[src/design/vxh_ram.sv]
`timescale 1ns / 1ps
// ----------------------------------------------------------------------------
// vxh_ram
// Generic single-clock RAM, one write port and one read port, registered read.
// ----------------------------------------------------------------------------
module vxh_ram #(
  parameter int WIDTH = 8,
  parameter int DEPTH = 16,
  localparam int AW = (DEPTH > 1) ? $clog2(DEPTH) : 1
) (
  input  logic             clk,
  input  logic             we,
  input  logic [AW-1:0]    waddr,
  input  logic [WIDTH-1:0] wdata,
  input  logic             re,
  input  logic [AW-1:0]    raddr,
  output logic [WIDTH-1:0] rdata
);

  logic [WIDTH-1:0] mem [DEPTH];

  always_ff @(posedge clk) begin
    if (we) begin
      mem[waddr] <= wdata;
    end
    if (re) begin
      rdata <= mem[raddr];
    end
  end

endmodule
[config.mk]
export PLATFORM = sky130hd
export DESIGN_NAME = vxh_ram
export DESIGN_NICKNAME = d
export VERILOG_FILES = /design/src/design/vxh_ram.sv
export SDC_FILE = /design/constraint.sdc
export NUM_CORES = 1
export LEC_CHECK = 0
export ABC_AREA = 1
export ABC_CLOCK_PERIOD_IN_PS = 2700
export BUFFER_PORTS_ARGS = -buffer_cell sky130_fd_sc_hd__buf_4
export CAP_MARGIN = 20
export CORE_MARGIN = 2
export CORE_UTILIZATION = 61
export CTS_CLUSTER_DIAMETER = 120
export DETAILED_ROUTE_END_ITERATION = 7
export GPL_ROUTABILITY_DRIVEN = 0
export GPL_TIMING_DRIVEN = 0
export PLACE_DENSITY = 0.77
export SLEW_MARGIN = 40
export SYNTH_ARGS = -nofsm -noshare
export SYNTH_HDL_FRONTEND = slang
export SYNTH_SLANG_ARGS = --single-unit
[constraint.sdc]
create_clock -name clk -period 2.7 [get_ports clk]
set_input_delay 0.135 -clock clk [delete_from_list [all_inputs] [get_ports clk]]
set_output_delay 0.135 -clock clk [all_outputs]
set_load 0.05 [all_outputs]
[Word level (Yosys, flattened, before mapping)]
Memory sizes are Yosys's and may differ from the RTL's. A register that Yosys moved wholly into a read port is not among the register bits.
Cells that the tools add are included.
Word-level totals
  bits in registers: 0
  bits in latches: 0
  memory bits (writable): 128
  ROM bits: 0
  input port bits: 19
  output and inout bits: 8
  logic and storage cells: 3
  memories: 1
Memories
  mem: words 16, width 8, rd ports 1, clocked after memory_dff 1, write ports 1, RTL line 20  | logic [WIDTH-1:0] mem [DEPTH];
Operators by class
  $add $sub $neg: 0
  multiply operators: 0
  divide/modulo/power cells: 0
  order comparisons: 0
  eq/ne operators: 0
  shifts and indexed selects: 0
  multiplexer cells: 2
  bitwise operators: 0
  reductions and logical operators: 0
Operator list (count)
  $mux W1: 2

[Depth between registers and ports, before layout]
Gate-level depths: netlist of run 1.
  depth after elaboration: 2
  depth in mapped cells: 8

[Worst setup path before layout of run 1]
OpenSTA, ideal clock, no wires.
  path kind: input to register
  from: in waddr[2]
  to: mem mem[10][0] (enable)
  setup time: 0.370 ns
  arrival: 0.716 ns
  required time: 2.330 ns
  slack: 1.614 ns
  cell stages on the path: 2
  path buffers: 0
  cell sequence: nand3b_1 nor2_1
RTL lines
  start, declared: RTL line 13  | input logic [AW-1:0] waddr,
  end, declared: RTL line 20
Straight into the memory's write port.

[Worst setup path in the final report of run 1]
  from: reg rdata[7] (read register of mem)
  to: out rdata[7]
RTL lines
  start, declared: RTL line 17  | output logic [WIDTH-1:0] rdata
No word-level cell between the ends.

==> flow_summary.toml, run 1 <==
[die]
ios = 27
fp.dieH_um = 102
dieArea_um2 = 10400
rows = 35
core_area_um2 = 9280
start_util = 0.630
dieWidth_um = 102

[worst_setup_path]
criticalPathCategory = "flip-flop to primary output"
cp_num_buf_inv = 1
worstRegToRegCells = 6
crit_fanout = 1
path_depth = 1
worst_ep_arrival_time_ns = 1.08
slowest_delay_ns = 0.37
path_cells = "buf_4"
end_kind = "primary output"
critical-path-slowest-cell = "edfxtp_1"
crit_family = "flip-flops"
startpoint_type = "flip-flop"
crit_required_ns = 2.57

[grt]
grt_max_degree = 17
antenna_found_initial = 0
grt_pass1_wl_um = 20900
grt_pass1_vias = 3943
overflow = 0
grt_use_total = 0.286

[route]
wl_per_cell_um = 18.7
routed_wl_um = 13900
initialDrtViolationCount = 472
drt-pass1-iter-count = 5
ant_nets = 0
viasPerCell = 5.50
drcViolationCount = 0
vias = 4092

[synthesis]
synth-seq-area-share = 0.698
syn_area_um2 = 5850
yosysUniqueCellTypes = 11
ys_warn_count = 0
syn-num-nets = 570
synth_cells = 551
ys_ff_latch = 136
synth.avg_cell_area_um2 = 10.6

[timing]
relSlewSlack = 0.442
max_clock_freq_mhz = 820
tightestPinTransition_ns = 0.834
min_period_ns = 1.22
maxSlewViolCount = 0
worst_slack_ns = 1.48
finalCritPeriodShare = 0.452
rsz0062_at_grt = "no"
skew_ns = 0.00503
hold_viol = 0
finalSetupViolCount = 0
finalSetupTns_ns = 0

[clocking]
numClockSinks = 136
post-cts-setup-buffers = 0
htreeDepth = 4
clk_path_buf_depth = 2
clk_pin_slew_ns = 0.06
cts_resized = 0
cts_tree = "built"
hold_buffers = 9
cts_inserted_buffers = 17
root_buffer = "clkbuf_8"
clock_latency_ns = 0.52

[finish]
num-nets-final = 621
multi_input_area_um2 = 1220
layout_common_cells = "nand2_1, edfxtp_1, inv_1, nand3_1, buf_4"
area_delta_synth_final_pct = 18.0
seqCellArea_um2 = 4080
final_common_cell = "nand2_1"
diodes = 0
drive_gt1_frac = 0.127
nFillCells = 596

[job]
maxCapViolations = 0

[power]
power_density_nw_per_um2 = 753
ir_worst_vdd_mv = 0.606
p_leak_nw = 2.98
finalPower_w = 0.00519

[hold_path]
hold_class = "input pin to flip-flop"
min_path_cells = 4

[placement]
io_buffers = 23
dp_slack_ns = 1.08
dp_hpwl_um = 8750

[outcome]
status = "finished clean"
## flip-flops by register name (all words and copies together) (netlist names)
| signal | flops |
|---|---|
| mem | 128 |
| rdata | 8 |
## area by class of cell
| cell class | count | area share |
|---|---|---|
| Buffer | 24 | 0.0241 |
| Clock buffer | 18 | 0.0606 |
| Clock inverter | 14 | 0.0298 |
| Inverter | 102 | 0.0555 |
| Multi-Input combinational cell | 289 | 0.176 |
| Sequential cell | 136 | 0.592 |
| Tap cell | 129 | 0.0234 |
| Timing Repair Buffer | 32 | 0.0381 |
## logic make-up after synthesis
kind of cell,count (synthesis),share of synthesized area
AND/OR/NAND/NOR,289,0.208
flip-flops,136,0.698
buffers and inverters,126,0.0939
## cell usage after synthesis
cell type	number	share of area
buf_1	1	0.00064
buf_2	13	0.011
buf_4	4	0.0051
buf_6	6	0.012
edfxtp_1	136	0.70
inv_1	100	0.064
inv_2	2	0.0013
nand2_1	173	0.11
nand3_1	97	0.083
nand3b_1	2	0.0026
nor2_1	17	0.011
## path summary, 6_finish.rpt
path	from	to	slack, ns
max reg2reg	mem[10][4]$_DFFE_PP_	rdata[4]$_DFFE_PP_	1.53
min	raddr[2]	rdata[0]$_DFFE_PP_	0.13
max	rdata[7]$_DFFE_PP_	rdata[7]	1.48
min reg2reg	mem[8][7]$_DFFE_PP_	rdata[7]$_DFFE_PP_	0.81
## through the flow
| stage | std cells | cell area [µm²] | utilization | hold slack (ns) |
|---|---|---|---|---|
| after floorplan | 551 | 5850 | - | 0.234 |
| after global placement | 703 | 6180 | 0.666 | 0.410 |
| after detailed placement | 703 | 6180 | 0.666 | 0.412 |
| after CTS | 744 | 6890 | 0.743 | 0.110 |
| after global routing | 744 | 6900 | 0.743 | 0.140 |
| final | 744 | 6900 | 0.743 | 0.133 |
## metal layers
metal  track usage  vias up  wire (µm)
met5             0        -          0
met4         0.118        0        343
met3        0.0629       32       1520
met2         0.454      291       6550
met1         0.388     1886       5480
li1              -     1883          -
## power breakdown
part / switching [W] / total [W] / internal (W)
registers: 0.0000119 / 0.00239 / 0.00238
clock network: 0.000853 / 0.00244 / 0.00158
logic: 0.000255 / 0.000365 / 0.000110
total: 0.00112 / 0.00519 / 0.00407
(Power assumes the default switching activity.)
==> run 2, diff against run 1 <==
==> config.mk (replaced) <==
export PLATFORM = sky130hd
export DESIGN_NAME = vxh_ram
export DESIGN_NICKNAME = d
export VERILOG_FILES = /design/src/design/vxh_ram.sv
export SDC_FILE = /design/constraint.sdc
export NUM_CORES = 1
export LEC_CHECK = 0
export ABC_AREA = 0
export ABC_CLOCK_PERIOD_IN_PS = 1200
export BUFFER_PORTS_ARGS = -buffer_cell sky130_fd_sc_hd__buf_4
export CAP_MARGIN = 20
export CORE_MARGIN = 2
export CORE_UTILIZATION = 60
export CTS_CLUSTER_DIAMETER = 120
export DETAILED_ROUTE_END_ITERATION = 7
export GPL_ROUTABILITY_DRIVEN = 0
export GPL_TIMING_DRIVEN = 0
export PLACE_DENSITY = 0.76
export SLEW_MARGIN = 40
export SYNTH_ARGS = -nofsm -noshare
export SYNTH_HDL_FRONTEND = slang
export SYNTH_SLANG_ARGS = --single-unit
==> constraint.sdc (replaced) <==
create_clock -name clk -period 1.2 [get_ports clk]
set_input_delay 0.06 -clock clk [delete_from_list [all_inputs] [get_ports clk]]
set_output_delay 0.06 -clock clk [all_outputs]
set_load 0.05 [all_outputs]
==> run 2 against run 1 <==
The run now ends with setup timing left. Sequential power grew 130%. Die area is 8.8% lower. Final cell count decreased by 46%. First-iteration DRC count decreased by 32%.
==> flow_summary.toml, run 2 <==
[outcome]
status = "finished, violations left"
violations = "setup timing"

[clocking]
clk_pin_slew_ns = 0.06
root_buffer = "clkbuf_8"
htreeDepth = 4
cts_inserted_buffers = 17
clk_path_buf_depth = 2
clock_latency_ns = 0.50
post-cts-setup-buffers = 0
cts_tree = "built"
numClockSinks = 136

[timing]
min_period_ns = 1.45
skew_ns = 0.00716
hold_viol = 0
worst_slack_ns = -0.252
tightestPinTransition_ns = 0.837
rsz0062_at_grt = "yes"
finalSetupViolCount = 8
maxSlewViolCount = 0
relSlewSlack = 0.440
max_clock_freq_mhz = 689
finalSetupTns_ns = -1.71
finalCritPeriodShare = 1.21

[finish]
num-nets-final = 303
fin_cells = 402
layout_common_cells = "edfxtp_1, mux4_2, buf_4, clkbuf_16, dlygate4sd3_1"
fin_area_um2 = 6250
top_regs = "mem (128), rdata (8)"
area_delta_synth_final_pct = 19.7
nFillCells = 487
final_common_cell = "edfxtp_1"
diodes = 0
regMostFlops = "mem"
drive_gt1_frac = 0.381
largest_reg_flops = 128

[synthesis]
ys_ff_latch = 136
yosysUniqueCellTypes = 18
synth-seq-area-share = 0.781
ys_warn_count = 0
async_reset_ff_frac = 0
synth_edf_count = 136
netlist.area_leader.share = 0.781
synth.area.top_cells = "edfxtp_1, mux4_2, mux4_1"
synth.most_common_cell = "edfxtp_1"
synth.avg_cell_area_um2 = 22.8
synth_cells = 229
synthTopCellsByCount = "edfxtp_1, mux4_2, a22oi_1"
syn_area_um2 = 5230
yosys.area.top_type = "edfxtp_1"
syn-num-nets = 248
ys.flop_type = "edfxtp_1"

[placement]
placed_area_um2 = 5550
dp_hpwl_um = 5980
dp.cells = 362
dp_slack_ns = -0.557
io_buffers = 25

[power]
p_leak_nw = 2.05
ir_worst_vdd_mv = 1.27
power_density_nw_per_um2 = 1710

[grt]
overflow = 0
grt_pass1_wl_um = 15400
grt_use_total = 0.231
antenna_found_initial = 0
grt_max_degree = 17
grt_pass1_vias = 2588

[die]
dieWidth_um = 97.3
ios = 27
fp.dieH_um = 97.3
dieArea_um2 = 9480
rows = 34
core_area_um2 = 8590
start_util = 0.608

[worst_setup_path]
crit_fanout = 1
crit_family = "multiplexers"
criticalPathCategory = "flip-flop to flip-flop"
critical-path-slowest-cell = "mux4_2"
crit_required_ns = 1.44
path_cells = "mux4_2 -> a22oi_2 -> nand2_1"
startpoint_type = "flip-flop"
cp_num_buf_inv = 0
worst_ep_arrival_time_ns = 1.69
reg2reg_slack_ns = -0.25
end_kind = "flip-flop"
slowest_delay_ns = 0.52

[route]
vias = 2538
drt-pass1-iter-count = 5
wl_per_cell_um = 24.9
viasPerCell = 6.31
routed_wl_um = 10000
ant_nets = 0
drcViolationCount = 0
initialDrtViolationCount = 321

[hold_path]
hold_class = "input pin to flip-flop"

[job]
maxCapViolations = 0
==> run 2: cell types whose count changed after synthesis, sizes merged, moves of 2 or more <==
cell and change:
a22oi +16, buf -17, clkdlybuf4s25 +3, inv -102, mux4 +32, nand2 -164
nand2b +2, nand3 -96, nor2 -4, nor3 +4
==> run 2: cell type report <==
cell class | count | area (µm²) | share of cell area
clock inverters | 12 | 113 | 0.0180
repair buffers | 36 | 298 | 0.0476
well taps | 108 | 135 | 0.0216
clock buffers | 17 | 414 | 0.0662
flip-flops and latches | 136 | 4080 | 0.653
plain buffers | 10 | 120 | 0.0192
multi-input cells | 83 | 1090 | 0.174
==> run 2: per-layer routing <==
layer | up-vias | GRT usage | wire length, µm
met4 | 0 | 0.0940 | 138
met5 | - | 0 | 0
li1 | 1074 | - | -
met1 | 1290 | 0.336 | 3880
met2 | 161 | 0.347 | 5170
met3 | 13 | 0.0532 | 843
==> run 2: worst register-to-register path, cell delays in order (launching register included) <==
cell	delay (ns)
edfxtp_1	0.35
mux4_2	0.52
a22oi_2	0.24
nand2_1	0.09
==> run 2: power by group <==
group          internal (W)  switching [W]
Combinational      0.000290       0.000405
Sequential          0.00536      0.0000274
Clock               0.00287        0.00175
==> run 2: worst paths after layout <==
| path | start | to | depth (start not counted) |
|---|---|---|---|
| setup / recovery | mem[6][1]$_DFFE_PP_ | rdata[1]$_DFFE_PP_ | 3 |
| hold / removal | waddr[1] | mem[4][6]$_DFFE_PP_ | 2 |
| setup reg to reg | mem[6][1]$_DFFE_PP_ | rdata[1]$_DFFE_PP_ | 3 |
| hold reg to reg | mem[10][4]$_DFFE_PP_ | rdata[4]$_DFFE_PP_ | 3 |
==> run 2: repair_timing <==
item	CTS	global route
endpoints found under the setup margin	32	16
hold endpoints to repair	136	8
gates resized for setup	10	4
hold buffers	9	2
pin swaps	0	5
==> run 2: cells by family (layout without fill, tap and decap cells) <==
| kind of cell | Yosys count | in the layout | share of synthesized area |
|---|---|---|---|
| muxes | 32 | 32 | 0.148 |
| buffers and inverters | 10 | 75 | 0.0165 |
| and+or+nand+nor | 35 | 35 | 0.0314 |
| AOI/OAI and AO/OA | 16 | 16 | 0.0230 |
| DFF | 136 | 136 | 0.781 |
==> run 2: per-stage QoR <==
stage	util	hold slack, ns	power, W
finish	0.728	0.0136	0.0107
global route	0.728	0.00549	0.0110
floorplan	-	0.159	0.00585
detailed placement	0.646	0.355	0.00611
global placement	0.645	0.341	0.00609
CTS	0.723	0.0108	0.0107
